===== config.mk =====
export PLATFORM = sky130hd
export DESIGN_NAME = hms_clock_with_set_buttons
export DESIGN_NICKNAME = d
export VERILOG_FILES = /design/src/hdl/hms_pkg.sv /design/src/hdl/hms_digits.sv /design/src/hdl/hms_clock_with_set_buttons.sv
export VERILOG_INCLUDE_DIRS = /design/src /design/src/hdl
export SDC_FILE = /design/constraint.sdc
export NUM_CORES = 1
export LEC_CHECK = 0
export CAP_MARGIN = 5
export CELL_PAD_IN_SITES_DETAIL_PLACEMENT = 0
export CELL_PAD_IN_SITES_GLOBAL_PLACEMENT = 2
export CORE_MARGIN = 2
export CORE_UTILIZATION = 45
export CTS_BUF_LIST = sky130_fd_sc_hd__clkbuf_8
export DETAILED_ROUTE_END_ITERATION = 8
export DONT_BUFFER_PORTS = 1
export PLACE_DENSITY = 0.94
export REMOVE_ABC_BUFFERS = 1
export SYNTH_ARGS = -nofsm -noshare
export SYNTH_HDL_FRONTEND = slang
export SYNTH_SLANG_ARGS = --single-unit

===== constraint.sdc =====
create_clock -name clk -period 27.7 [get_ports clk]
set_clock_uncertainty 0.1 [all_clocks]
set_input_delay 0 -clock clk [delete_from_list [all_inputs] [get_ports clk]]
set_output_delay 0 -clock clk [all_outputs]
set_load 0.02 [all_outputs]

===== src/hdl/hms_clock_with_set_buttons_macros.svh =====
`ifndef HMS_CLOCK_WITH_SET_BUTTONS_MACROS_SVH
`define HMS_CLOCK_WITH_SET_BUTTONS_MACROS_SVH

// Check that a condition implies another in the same cycle.
`define HMS_ASSERT_NOW(label, ante, cons) \
    label: assert property (@(posedge clk) disable iff (!rst_n) (ante) |-> (cons)) \
        else $error("hms check failed");

// Check that a condition implies another in the following cycle.
`define HMS_ASSERT_NEXT(label, ante, cons) \
    label: assert property (@(posedge clk) disable iff (!rst_n) (ante) |=> (cons)) \
        else $error("hms check failed");

`endif


===== src/hdl/hms_pkg.sv =====
package hms_pkg;

    // Register word indexes (paddr[3:2])
    localparam logic [1:0] REG_TICK_WHOLE_MS = 2'd0;
    localparam logic [1:0] REG_TICK_FRAC_US  = 2'd1;
    localparam logic [1:0] REG_MS_PER_SECOND = 2'd2;

    // Register reset values
    localparam logic [7:0]  TICK_WHOLE_MS_RST = 8'd8;
    localparam logic [9:0]  TICK_FRAC_US_RST  = 10'd192;
    localparam logic [15:0] MS_PER_SECOND_RST = 16'd1000;

    // Time constants
    localparam logic [10:0] US_PER_MS    = 11'd1000;
    localparam logic [10:0] US_TWO_MS    = 11'd2000;
    localparam logic [7:0]  SEC_PER_MIN  = 8'd60;
    localparam logic [7:0]  MIN_PER_HOUR = 8'd60;
    localparam logic [7:0]  HOUR_PER_DAY = 8'd24;
    localparam logic [2:0]  BUTTON_MASK  = 3'b111;

    // Decimal digit pair of one counter
    typedef struct packed {
        logic [3:0] tens;
        logic [3:0] ones;
    } hms_digits_t;

endpackage


===== src/hdl/hms_digits.sv =====
module hms_digits
    import hms_pkg::*;
(
    input  logic [7:0]  value,
    output hms_digits_t digits
);

    localparam logic [7:0] DIV10_MUL   = 8'd205;
    localparam int         DIV10_SHIFT = 11;
    localparam logic [7:0] TEN         = 8'd10;

    logic [15:0] prod_hi;
    logic [4:0]  quot_hi;
    logic [7:0]  ones_full;
    logic [12:0] prod_lo;
    logic [1:0]  quot_lo;
    logic [4:0]  tens_full;

    // Split value by ten using the reciprocal multiply
    always_comb
    begin
        prod_hi   = 16'(value) * 16'(DIV10_MUL);
        quot_hi   = 5'(prod_hi >> DIV10_SHIFT);
        ones_full = value - 8'(quot_hi) * TEN;
        prod_lo   = 13'(quot_hi) * 13'(DIV10_MUL);
        quot_lo   = 2'(prod_lo >> DIV10_SHIFT);
        tens_full = quot_hi - 5'(quot_lo) * 5'(TEN);
        digits.ones = ones_full[3:0];
        digits.tens = tens_full[3:0];
    end

endmodule


===== src/hdl/hms_clock_with_set_buttons.sv =====
// Time-of-day clock (hh:mm:ss). Each input beat is either a timer tick
// (func = 0), which adds tick_whole_ms and tick_frac_us to the millisecond
// and microsecond accumulators, or a button sample (func = 1), which bumps
// seconds, minutes or hours when the low three bits differ from the last
// sample. After either, one second elapses when the millisecond count
// reaches ms_per_second. Every input beat yields exactly one result beat.
// An item is registered on accept and processed into the result register
// once the result slot is free, so the block takes one item per cycle;
// it stalls only while a result waits for out_ready.
// Registers sit on the APB port at byte addresses 0, 4 and 8.
`include "hms_clock_with_set_buttons_macros.svh"

module hms_clock_with_set_buttons
    import hms_pkg::*;
(
    input  logic        clk,
    input  logic        rst_n,
    input  logic        psel,
    input  logic        penable,
    input  logic        pwrite,
    input  logic [3:0]  paddr,
    input  logic [31:0] pwdata,
    output logic [31:0] prdata,
    output logic        pready,
    input  logic        in_valid,
    output logic        in_ready,
    input  logic        func,
    input  logic [2:0]  buttons,
    output logic        out_valid,
    input  logic        out_ready,
    output logic        second_elapsed,
    output logic [7:0]  hours,
    output logic [7:0]  minutes,
    output logic [7:0]  seconds,
    output logic [3:0]  hour_tens,
    output logic [3:0]  hour_ones,
    output logic [3:0]  minute_tens,
    output logic [3:0]  minute_ones,
    output logic [3:0]  second_tens,
    output logic [3:0]  second_ones
);

    logic [7:0]  tick_whole_ms_reg;
    logic [9:0]  tick_frac_us_reg;
    logic [15:0] ms_per_second_reg;

    logic        in_valid_reg;
    logic        func_reg;
    logic [2:0]  buttons_reg;

    logic [15:0] ms_accum_reg;
    logic [15:0] ms_accum_next;
    logic [9:0]  us_accum_reg;
    logic [9:0]  us_accum_next;
    logic [7:0]  sec_count_reg;
    logic [7:0]  sec_count_next;
    logic [7:0]  min_count_reg;
    logic [7:0]  min_count_next;
    logic [7:0]  hour_count_reg;
    logic [7:0]  hour_count_next;
    logic [2:0]  last_buttons_reg;
    logic [2:0]  last_buttons_next;
    logic        elapsed_next;

    logic        out_valid_reg;
    logic        elapsed_reg;
    logic [7:0]  hours_reg;
    logic [7:0]  minutes_reg;
    logic [7:0]  seconds_reg;

    logic        cfg_write;
    logic        fire;

    hms_digits_t hour_digits;
    hms_digits_t minute_digits;
    hms_digits_t second_digits;

    // Configuration port
    assign pready    = 1'b1;
    assign cfg_write = psel & penable & pwrite & pready;

    always_comb
    begin
        unique case (paddr[3:2])
            REG_TICK_WHOLE_MS: prdata = 32'(tick_whole_ms_reg);
            REG_TICK_FRAC_US:  prdata = 32'(tick_frac_us_reg);
            REG_MS_PER_SECOND: prdata = 32'(ms_per_second_reg);
            default:           prdata = 32'd0;
        endcase
    end

    always_ff @(posedge clk or negedge rst_n)
    begin
        if (!rst_n)
        begin
            tick_whole_ms_reg <= TICK_WHOLE_MS_RST;
            tick_frac_us_reg  <= TICK_FRAC_US_RST;
            ms_per_second_reg <= MS_PER_SECOND_RST;
        end
        else if (cfg_write)
        begin
            unique case (paddr[3:2])
                REG_TICK_WHOLE_MS: tick_whole_ms_reg <= pwdata[7:0];
                REG_TICK_FRAC_US:  tick_frac_us_reg  <= pwdata[9:0];
                REG_MS_PER_SECOND: ms_per_second_reg <= pwdata[15:0];
                default:           ;
            endcase
        end
    end

    // Handshake: process the held beat when the result slot frees up
    assign fire      = in_valid_reg & (~out_valid_reg | out_ready);
    assign in_ready  = ~in_valid_reg | fire;
    assign out_valid = out_valid_reg;

    // Input register
    always_ff @(posedge clk or negedge rst_n)
    begin
        if (!rst_n)
        begin
            in_valid_reg <= 1'b0;
        end
        else if (in_ready)
        begin
            in_valid_reg <= in_valid;
        end
    end

    always_ff @(posedge clk)
    begin
        if (in_valid & in_ready)
        begin
            func_reg    <= func;
            buttons_reg <= buttons;
        end
    end

    // Next clock state for the held beat
    always_comb
    begin
        logic [10:0] us_sum;
        logic [9:0]  us_wrap;
        logic [1:0]  ms_carry;
        logic [16:0] ms_sum;
        logic [15:0] ms_base;
        logic [7:0]  sec_v;
        logic [7:0]  min_v;
        logic [7:0]  hour_v;
        logic [2:0]  btn;

        // Accumulate one tick
        us_sum = {1'b0, us_accum_reg} + {1'b0, tick_frac_us_reg};
        if (us_sum >= US_TWO_MS)
        begin
            us_wrap  = 10'(us_sum - US_TWO_MS);
            ms_carry = 2'd2;
        end
        else if (us_sum >= US_PER_MS)
        begin
            us_wrap  = 10'(us_sum - US_PER_MS);
            ms_carry = 2'd1;
        end
        else
        begin
            us_wrap  = us_sum[9:0];
            ms_carry = 2'd0;
        end
        ms_sum = {1'b0, ms_accum_reg} + 17'(tick_whole_ms_reg) + 17'(ms_carry);

        sec_v             = sec_count_reg;
        min_v             = min_count_reg;
        hour_v            = hour_count_reg;
        last_buttons_next = last_buttons_reg;
        us_accum_next     = us_accum_reg;
        btn               = buttons_reg & BUTTON_MASK;

        if (func_reg)
        begin
            // Bump one counter on a button change, seconds first
            ms_base = ms_accum_reg;
            if ((last_buttons_reg ^ btn) != 3'd0)
            begin
                last_buttons_next = btn;
                if (btn[0])
                    sec_v = sec_v + 8'd1;
                else if (btn[1])
                    min_v = min_v + 8'd1;
                else if (btn[2])
                    hour_v = hour_v + 8'd1;
            end
        end
        else
        begin
            // Saturate the millisecond sum
            ms_base       = ms_sum[16] ? 16'hFFFF : ms_sum[15:0];
            us_accum_next = us_wrap;
        end

        // Advance one second when the accumulator is full
        elapsed_next = (ms_base >= ms_per_second_reg);
        if (elapsed_next)
        begin
            ms_accum_next = ms_base - ms_per_second_reg;
            sec_v = sec_v + 8'd1;
            if (sec_v >= SEC_PER_MIN)
            begin
                sec_v = sec_v - SEC_PER_MIN;
                min_v = min_v + 8'd1;
            end
            if (min_v >= MIN_PER_HOUR)
            begin
                min_v  = min_v - MIN_PER_HOUR;
                hour_v = hour_v + 8'd1;
            end
            if (hour_v >= HOUR_PER_DAY)
                hour_v = 8'd0;
        end
        else
        begin
            ms_accum_next = ms_base;
        end

        sec_count_next  = sec_v;
        min_count_next  = min_v;
        hour_count_next = hour_v;
    end

    // Clock state
    always_ff @(posedge clk or negedge rst_n)
    begin
        if (!rst_n)
        begin
            ms_accum_reg     <= 16'd0;
            us_accum_reg     <= 10'd0;
            sec_count_reg    <= 8'd0;
            min_count_reg    <= 8'd0;
            hour_count_reg   <= 8'd0;
            last_buttons_reg <= 3'd0;
        end
        else if (fire)
        begin
            ms_accum_reg     <= ms_accum_next;
            us_accum_reg     <= us_accum_next;
            sec_count_reg    <= sec_count_next;
            min_count_reg    <= min_count_next;
            hour_count_reg   <= hour_count_next;
            last_buttons_reg <= last_buttons_next;
        end
    end

    // Result register
    always_ff @(posedge clk or negedge rst_n)
    begin
        if (!rst_n)
        begin
            out_valid_reg <= 1'b0;
        end
        else if (fire)
        begin
            out_valid_reg <= 1'b1;
        end
        else if (out_ready)
        begin
            out_valid_reg <= 1'b0;
        end
    end

    always_ff @(posedge clk)
    begin
        if (fire)
        begin
            elapsed_reg <= elapsed_next;
            hours_reg   <= hour_count_next;
            minutes_reg <= min_count_next;
            seconds_reg <= sec_count_next;
        end
    end

    // Decimal digits of the result beat
    hms_digits u_hour_digits   (.value(hours_reg),   .digits(hour_digits));
    hms_digits u_minute_digits (.value(minutes_reg), .digits(minute_digits));
    hms_digits u_second_digits (.value(seconds_reg), .digits(second_digits));

    assign second_elapsed = elapsed_reg;
    assign hours          = hours_reg;
    assign minutes        = minutes_reg;
    assign seconds        = seconds_reg;
    assign hour_tens      = hour_digits.tens;
    assign hour_ones      = hour_digits.ones;
    assign minute_tens    = minute_digits.tens;
    assign minute_ones    = minute_digits.ones;
    assign second_tens    = second_digits.tens;
    assign second_ones    = second_digits.ones;

    // Checks
    `HMS_ASSERT_NOW(a_us_below_ms, 1'b1, us_accum_reg < US_PER_MS)
    `HMS_ASSERT_NOW(a_hours_wrap, out_valid_reg && elapsed_reg, hours_reg < HOUR_PER_DAY)
    `HMS_ASSERT_NEXT(a_fire_loads_result, fire, out_valid_reg)
    `HMS_ASSERT_NEXT(a_held_beat_kept, in_valid_reg && !fire, in_valid_reg)
    `HMS_ASSERT_NEXT(a_tick_keeps_buttons, fire && !func_reg, $stable(last_buttons_reg))

endmodule


After elaboration in Yosys (flattened, before gate mapping). Index checks and enable logic that the tools add are counted.

Register bits: 118. Bits of input ports: 47. Output and inout port bits: 84.

$add $sub $neg: 20. Multipliers: 12. Magnitude comparators: 6. Equal/unequal tests: 2. Mux-type cells: 32. Bitwise gates (word level): 10. Reductions and logical operators: 8.

Operators with widths (count): $mux 8 (22); $add 8x1->8 const B (6); $mul 8x8->16 const B (3); $mux 16 (3); $pmux 16 s3 (1); $mul 5x8->13 const B (3); $sub 4x4->4 (6); $mux 10 (2); $sub 10x10->10 const B (2); $add 16x8->17 (1); $add 17x2->17 (1); $ge 16x16->1 (1); $ge 8x6->1 const B (2); $sub 16x16->16 (1); $sub 8x6->8 const B (2); $mul 5x3->3 const B (3); $add 10x10->11 (1); $ge 11x10->1 const B (1); $ge 11x11->1 const B (1); $mul 2x3->3 const B (3); $ge 8x5->1 const B (1); $reduce_and 2->1 (4); $and 1x1->1 (4); $mux 1 (3); 10 further kinds (13).

Longest topological paths before layout. Gate-level depths: netlist of run 1.

Depth after elaboration: 15. Depth in mapped cells: 41. Depth with buffers taken out: 40.

Hierarchy. Synthesis of run 1 repeated with hierarchy kept, for this count alone.

Cell total of the unflattened synthesis: 1580. Area total of the unflattened synthesis: 14507.7 µm².

Modules (own cells, without submodules): hms_clock_with_set_buttons (instances 1, cells an instance 979, area an instance 9014.9 µm²); hms_digits at u_minute_digits (instances 1, cells an instance 205, area an instance 1869.3 µm²); hms_digits at u_second_digits (instances 1, cells an instance 195, area an instance 1820.5 µm²); hms_digits at u_hour_digits (instances 1, cells an instance 201, area an instance 1803.0 µm²).

Worst setup path after synthesis of run 1. No wires, ideal clock.

Path kind: reg-to-reg. Start: register tick_frac_us_reg[0]. End: register hours_reg[0], in the netlist hours[0] (data pin). Arrival time: 8.314 ns. Slack: 19.032 ns. Cell stages (with the launch flop): 38. Clock period less this slack: 8.668 ns. Path through: dfrtp_1 -> ha_1 -> fa_1 -> a21o_1 -> a21oi_1 -> o21bai_1 -> a21oi_1 -> o21bai_1 -> a21oi_1 -> xnor2_1 -> nand4b_1 -> nor3_1 -> nor2_1 -> fa_1 -> ha_1 -> a21o_1 -> a21oi_1 -> o21ai_0 -> [2 not listed] -> a21oi_1 -> nor2b_1 -> o21a_1 -> a21oi_1 -> a22oi_1 -> fa_1 -> a21o_1 -> a21o_1 -> a21oi_1 -> o21ai_0 -> a221o_1 -> a21o_1 -> a21oi_1 -> o21a_1 -> clkbuf_1 -> clkbuf_1 -> nor3_1 -> o21a_1.

Word-level cells in the longest chain between the ends: 9.

RTL lines: start, declared (RTL line hms_clock_with_set_buttons.sv:44) `logic [9:0] tick_frac_us_reg;`; start signal, assigned (RTL line hms_clock_with_set_buttons.sv:104) `REG_TICK_FRAC_US: tick_frac_us_reg <= pwdata[9:0];`; $add 10x10->11 (*) (RTL line hms_clock_with_set_buttons.sv:152) `us_sum = {1'b0, us_accum_reg} + {1'b0, tick_frac_us_reg};`; $ge 11x10->1 (RTL line hms_clock_with_set_buttons.sv:158) `else if (us_sum >= US_PER_MS)`; $mux 1 (RTL line hms_clock_with_set_buttons.sv:158); $mux 2 (*) (RTL line hms_clock_with_set_buttons.sv:153) `if (us_sum >= US_TWO_MS)`; $add 17x2->17 (*) (RTL line hms_clock_with_set_buttons.sv:168) `ms_sum = {1'b0, ms_accum_reg} + 17'(tick_whole_ms_reg) + 17'(ms_carry);`; $mux 16 (*) (RTL line hms_clock_with_set_buttons.sv:195) `ms_base = ms_sum[16] ? 16'hFFFF : ms_sum[15:0];`; $mux 16 (*) (RTL line hms_clock_with_set_buttons.sv:177) `if (func_reg)`; $ge 16x16->1 (*) (RTL line hms_clock_with_set_buttons.sv:200) `elapsed_next = (ms_base >= ms_per_second_reg);`; $mux 8 (*) (RTL line hms_clock_with_set_buttons.sv:201) `if (elapsed_next)`; via hour_count_next[0] (RTL line hms_clock_with_set_buttons.sv:60) `logic [7:0] hour_count_next;`; end signal, assigned (RTL line hms_clock_with_set_buttons.sv:273) `hours_reg <= hour_count_next;`; end, declared (RTL line hms_clock_with_set_buttons.sv:67) `logic [7:0] hours_reg;`.

The timed path passes the listed nets; every way through them passes the cells marked *. A chain may end at the register's enable or synchronous reset.

Worst setup path after layout of run 1.
Start: register tick_frac_us_reg[0]. End: register sec_count_reg[6].

Word-level cells in the longest chain between the ends: 9.

RTL lines: $add 10x10->11 (*) (RTL line hms_clock_with_set_buttons.sv:152); $ge 11x10->1 (RTL line hms_clock_with_set_buttons.sv:158); $mux 1 (RTL line hms_clock_with_set_buttons.sv:158); $mux 2 (*) (RTL line hms_clock_with_set_buttons.sv:153); $add 17x2->17 (*) (RTL line hms_clock_with_set_buttons.sv:168); $mux 16 (*) (RTL line hms_clock_with_set_buttons.sv:195); $mux 16 (*) (RTL line hms_clock_with_set_buttons.sv:177); $ge 16x16->1 (*) (RTL line hms_clock_with_set_buttons.sv:200); $mux 8 (*) (RTL line hms_clock_with_set_buttons.sv:201); via sec_count_next[6] (RTL line hms_clock_with_set_buttons.sv:56) `logic [7:0] sec_count_next;`; end signal, assigned (RTL line hms_clock_with_set_buttons.sv:244) `sec_count_reg <= sec_count_next;`; end, declared (RTL line hms_clock_with_set_buttons.sv:55) `logic [7:0] sec_count_reg;`.

Marks and branches as above.

==> results.json, run 1 <==
{
  "status": "finished with violations",
  "violations": "hold timing",
  "utilization_pct": 49.7,
  "clockBufferDepth": 2,
  "ys_top_cells_by_area": "ha_1, dfrtp_1, fa_1",
  "placed_area_mm2": 0.0142,
  "drt.antenna.violating_nets": 0,
  "r2r_start": "tick_frac_us_reg[0]",
  "worstMarginPinSlew_ns": 0.878,
  "timing.final.crit_share_pct": 39.0,
  "die-height_um": 179,
  "path_class": "reg -> reg",
  "async_flop_share_pct": 75.4,
  "cp_max_fo": 34,
  "grt_pass1_wl_mm": 51.2,
  "port_buffers": 0,
  "yosysTopAreaCell": "ha_1",
  "yosysMostFrequentCell": "ha_1",
  "netlist_area_mm2": 0.0138,
  "clkLatencyLatePin_ns": 0.47,
  "cp-startpoint": "tick_frac_us_reg[0]",
  "hold_ws_ns": -0.0193,
  "cp-end-kind": "flop",
  "post-route-drc-count": 0,
  "cts.htree.levels": 4,
  "worstSetupStartpointType": "flop",
  "slew_violations": 0,
  "fp.dieW_um": 179,
  "numCtsBuffers": 17,
  "fin_setup_tns_ns": 0,
  "ioPinCount": 131,
  "cts_tree": "done",
  "rsz0062_at_grt": "false",
  "clockRootBuffer": "clkbuf_8",
  "fmax_ghz": 0.0926,
  "hp-class": "in -> async",
  "synth_cell_type_count": 86,
  "antenna_found_initial": 3,
  "drive_gt1_share_pct": 7.38,
  "core_mm2": 0.0304,
  "syn_avg_cell_area_um2": 9.13,
  "yosys_register_bits": 118,
  "hold_violations": 8,
  "ys_warn_count": 0,
  "drt_iter0_drc": 418,
  "num_vias": 10600,
  "track_usage_pct": 19.7,
  "viasPerCell": 5.37,
  "crit_top_cell": "a21oi_1",
  "max_cap_viol_count": 0,
  "relSlewSlack_pct": 41.1,
  "grt_pass1_vias": 10600,
  "die_area_mm2": 0.0321,
  "start_util_pct": 45.4,
  "area_growth_pct": 9.30,
  "final_cell_area_mm2": 0.0151,
  "hpwl_mm": 23.0,
  "slowest_stage": "clkinv_1",
  "path_clk_slew_ns": 0.08,
  "fill_cells": 2952,
  "nets": 1911,
  "clkSinkCount": 118,
  "ctsResizeCount": 0,
  "wl_mm": 30.3,
  "finalCriticalPeriod_ns": 10.80,
  "crit_family": "compound AO/OA/AOI/OAI gates",
  "grt_max_degree": 90,
  "seq_area_frac_synth_pct": 22.5,
  "core.rowCount": 64,
  "required_ns": 27.94,
  "synth_flop_cell": "dfrtp_1",
  "avgRoutedWirePerCell_um": 15.4,
  "syn_inst": 1515,
  "grt-ovfl-total": 0,
  "setup_viol": 0,
  "path_buf_inv": 5,
  "synthTopCellsByCount": "ha_1, inv_1, nand2_1, dfrtp_1, xnor2_1",
  "synth-edff-count": 29,
  "synth_top_area_share_pct": 23.3,
  "gp_congestion": 0.807,
  "cp.arrival_ns": 11.04,
  "crit_path_max_incr_delay_ns": 0.76,
  "first_pass_iters": 5
}
## cell families after synthesis
logic type      share of synthesized area (%)
fa+ha+maj                                30.4
mux                                      4.41
simple gates                             11.7
xor+xnor                                 7.28
compound gates                           15.5
buf+inv                                  8.25
other cells                            0.0543
flops                                    22.5
## path summary, 6_finish.rpt
path | cells past startpoint | to | slack [ns]
hold / removal | 2 | ms_per_second_reg[10] | -0.02
hold reg to reg | 1 | out_valid | 0.42
max in group asynchronous | 2 | hour_count_reg[5] | 27.05
setup / recovery | 43 | sec_count_reg[6] | 16.90
min in group clk | 2 | tick_whole_ms_reg[7] | 0.05
setup reg to reg | 43 | sec_count_reg[6] | 16.90
## through the flow
stage | cells | setup slack [ns]
2_1_floorplan | 1472 | 17.72
3_3_place_gp | 1877 | 16.99
3_5_place_dp | 1877 | 16.90
4_1_cts | 1967 | 16.85
5_1_grt | 1968 | 16.00
6_report | 1969 | 16.90
## metal layers
metal,track usage (%),share of wire [%],vias to the layer above,routed length (µm)
met2,34.8,49,167,14800
met1,24.9,46,5057,14000
met3,3.90,3.8,24,1160
met5,0,0.043,-,13
met4,3.90,1.2,2,354
li1,-,-,5322,-
## cell type report
cell class                 instances  area, µm²  share of cell area (%)
sequential                       118       3110                    20.6
clock buffer                      19        262                    1.73
antenna                            2       5.00                  0.0331
clock inverter                    13       96.3                   0.638
multi-input combinational       1131       9640                    63.8
tap                              396        495                    3.28
inverter                         223        837                    5.54
timing repair buffer              67        666                    4.40
## layout by cell type (no fill, tap or decap), drive strengths merged, types with 11 or more instances in the layout
master       synthesis  final
conb                 2     17
edfxtp              29     29
dfrtp               80     80
mux2                39     39
nor2b               12     12
and2                17     17
or2                 11     11
inv                222    230
ha                 257    257
a31oi               15     15
clkbuf              28     19
dlygate4sd3          0     57
and3                11     11
a21oi               68     68
fa                  49     49
a21o                32     32
nor2                49     49
xnor2               72     72
o21bai              13     13
nand2              126    126
o21ai               62     62
o21a                11     11
o211ai              11     11
xor2                42     42
mux2i               17     17
nand3               22     22
o31ai               11     11
nand2b              14     14
nor3                16     16
## what timing repair did
action,CTS,global route
setup endpoints to repair,0,0
setup buffers,0,0
hold endpoints to repair,133,0
hold buffers,58,0
Power of run 1 is left out: the tool's default activity adds up to more than one toggle a clock period on the data nets, which glitch-free logic cannot reach.
==> run 2: changes to the inputs <==
--- a/config.mk
+++ b/config.mk
@@ -10,11 +10,11 @@
 export CELL_PAD_IN_SITES_DETAIL_PLACEMENT = 0
 export CELL_PAD_IN_SITES_GLOBAL_PLACEMENT = 2
 export CORE_MARGIN = 2
-export CORE_UTILIZATION = 45
+export CORE_UTILIZATION = 42
 export CTS_BUF_LIST = sky130_fd_sc_hd__clkbuf_8
 export DETAILED_ROUTE_END_ITERATION = 8
 export DONT_BUFFER_PORTS = 1
-export PLACE_DENSITY = 0.94
+export PLACE_DENSITY = 0.89
 export REMOVE_ABC_BUFFERS = 1
 export SYNTH_ARGS = -nofsm -noshare
 export SYNTH_HDL_FRONTEND = slang
==> constraint.sdc (replaced) <==
create_clock -name clk -period 10.65 [get_ports clk]
set_clock_uncertainty 0.1 [all_clocks]
set_input_delay 0 -clock clk [delete_from_list [all_inputs] [get_ports clk]]
set_output_delay 0 -clock clk [all_outputs]
set_load 0.02 [all_outputs]
==> results.json, run 2 (synthesis gave the netlist of run 1 again) <==
{
  "grt_pass1_vias": 10300,
  "hold_violations": 0,
  "clockRootBuffer": "clkbuf_8",
  "final_common_cell": "ha_1",
  "die_area_mm2": 0.0344,
  "worstSetupStartpointType": "flop",
  "nets": 1909,
  "avgRoutedWirePerCell_um": 15.0,
  "gp_congestion": 0.830,
  "first_pass_iters": 4,
  "clkLatencyLatePin_ns": 0.45,
  "setup_viol": 0,
  "multi_input_area_mm2": 0.00964,
  "clkSinkCount": 118,
  "required_ns": 10.88,
  "grt_pass1_wl_mm": 51.0,
  "slew_violations": 0,
  "status": "finished clean",
  "cp_max_fo": 31,
  "start_util_pct": 42.6,
  "path_clk_slew_ns": 0.09,
  "slowest_stage": "a221o_1",
  "cts_post_setup_buffers_inserted": 0,
  "hpwl_mm": 23.3,
  "wl_mm": 30.3,
  "cp-startpoint": "tick_frac_us_reg[0]",
  "viasPerCell": 5.25,
  "drt_iter0_drc": 462,
  "finalCriticalPeriod_ns": 9.75,
  "r2r_start": "tick_frac_us_reg[0]",
  "area_growth_pct": 9.74,
  "fmax_ghz": 0.103,
  "ioPinCount": 131,
  "worstMarginPinSlew_ns": 0.922,
  "antenna_found_initial": 3,
  "crit_top_cell": "a21oi_1",
  "cp-end-kind": "flop",
  "max_cap_viol_count": 0,
  "numCtsBuffers": 17,
  "register_area_mm2": 0.00311,
  "rsz0062_at_grt": "false",
  "grt-ovfl-total": 0,
  "post-route-drc-count": 0,
  "hp-class": "in -> async",
  "die-height_um": 185,
  "grt_max_degree": 90,
  "core_mm2": 0.0325,
  "drt.antenna.violating_nets": 0,
  "cp.arrival_ns": 9.98,
  "path_class": "reg -> reg",
  "track_usage_pct": 18.3,
  "fp.dieW_um": 185,
  "relSlewSlack_pct": 37.9,
  "clockBufferDepth": 2,
  "fin_setup_tns_ns": 0,
  "timing.final.crit_share_pct": 91.6,
  "core.rowCount": 66,
  "num_vias": 10600,
  "cts.htree.levels": 4,
  "port_buffers": 0,
  "final_cell_mix": "ha_1, inv_1, nand2_1",
  "drive_gt1_share_pct": 7.33,
  "cts_tree": "done",
  "fill_cells": 3140,
  "crit_path_max_incr_delay_ns": 0.43
}
[run 2: cell types whose count changed in the layout (fill, tap and decap cells not counted), sizes merged]
| cell | before | now |
|---|---|---|
| inv | 230 | 228 |
| diode | 2 | 3 |
| bufinv | 0 | 1 |
| dlygate4sd3 | 57 | 55 |
| clkinv | 4 | 7 |
| clkbuf | 19 | 17 |
[run 2: final cells by class]
| cell class | count | share of cell area [%] |
|---|---|---|
| clock inverters | 15 | 0.866 |
| multi-input cells | 1131 | 63.5 |
| repair buffers | 65 | 4.34 |
| diodes | 3 | 0.0495 |
| inverters | 223 | 5.52 |
| flip-flops and latches | 118 | 20.5 |
| clock buffers | 17 | 1.54 |
| well taps | 442 | 3.65 |
[run 2: critical path, delay by kind of cell (launching register included)]
kind	cells	cell delay (ns)
and+or+nand+nor	7	1.22
adders and majority gates	6	1.78
AOI/OAI and AO/OA	23	4.58
buffers and inverters	4	0.99
muxes	1	0.26
xor gates and xnor gates	1	0.30
DFF	1	0.41
[run 2: per-stage QoR]
step	instance area (µm²)	util [%]	instances	worst slack (ns)	hold slack, ns
after floorplan	13600	-	1472	0.669	-0.396
after global placement	14200	43.8	1923	1.15	-0.393
after detailed placement	14200	43.8	1923	1.01	-0.393
after CTS	15200	46.7	2011	0.960	0.0165
after global routing	15200	46.7	2013	0.188	0.0565
final	15200	46.7	2014	0.899	0.0295
[run 2: final timing paths]
kind                       slack (ns)  cells past startpoint               endpoint
min                              0.03                      2  ms_per_second_reg[11]
max                              0.90                     42       sec_count_reg[6]
min in group clk                 0.06                      4  ms_per_second_reg[14]
max reg2reg                      0.90                     42       sec_count_reg[6]
min reg2reg                      0.41                      1              out_valid
max in group asynchronous       10.04                      2   ms_per_second_reg[8]
[run 2: repair_timing]
action / in CTS / in global routing
gates resized for setup: 0 / 0
hold endpoints to repair: 133 / 0
hold buffers: 56 / 0
setup endpoints to repair: 0 / 0
[run 2: layer usage]
metal  wire length, µm  vias to the layer above  share of wire, %  track usage (%)
li1                  -                     5345                 -                -
met1             14200                     5060                47             23.7
met2             14800                      142                49             32.0
met3              1050                       19               3.5             3.24
met4               298                        0              0.98             3.37
met5                 0                        -                 0                0
Power of run 2 is left out for the same reason.
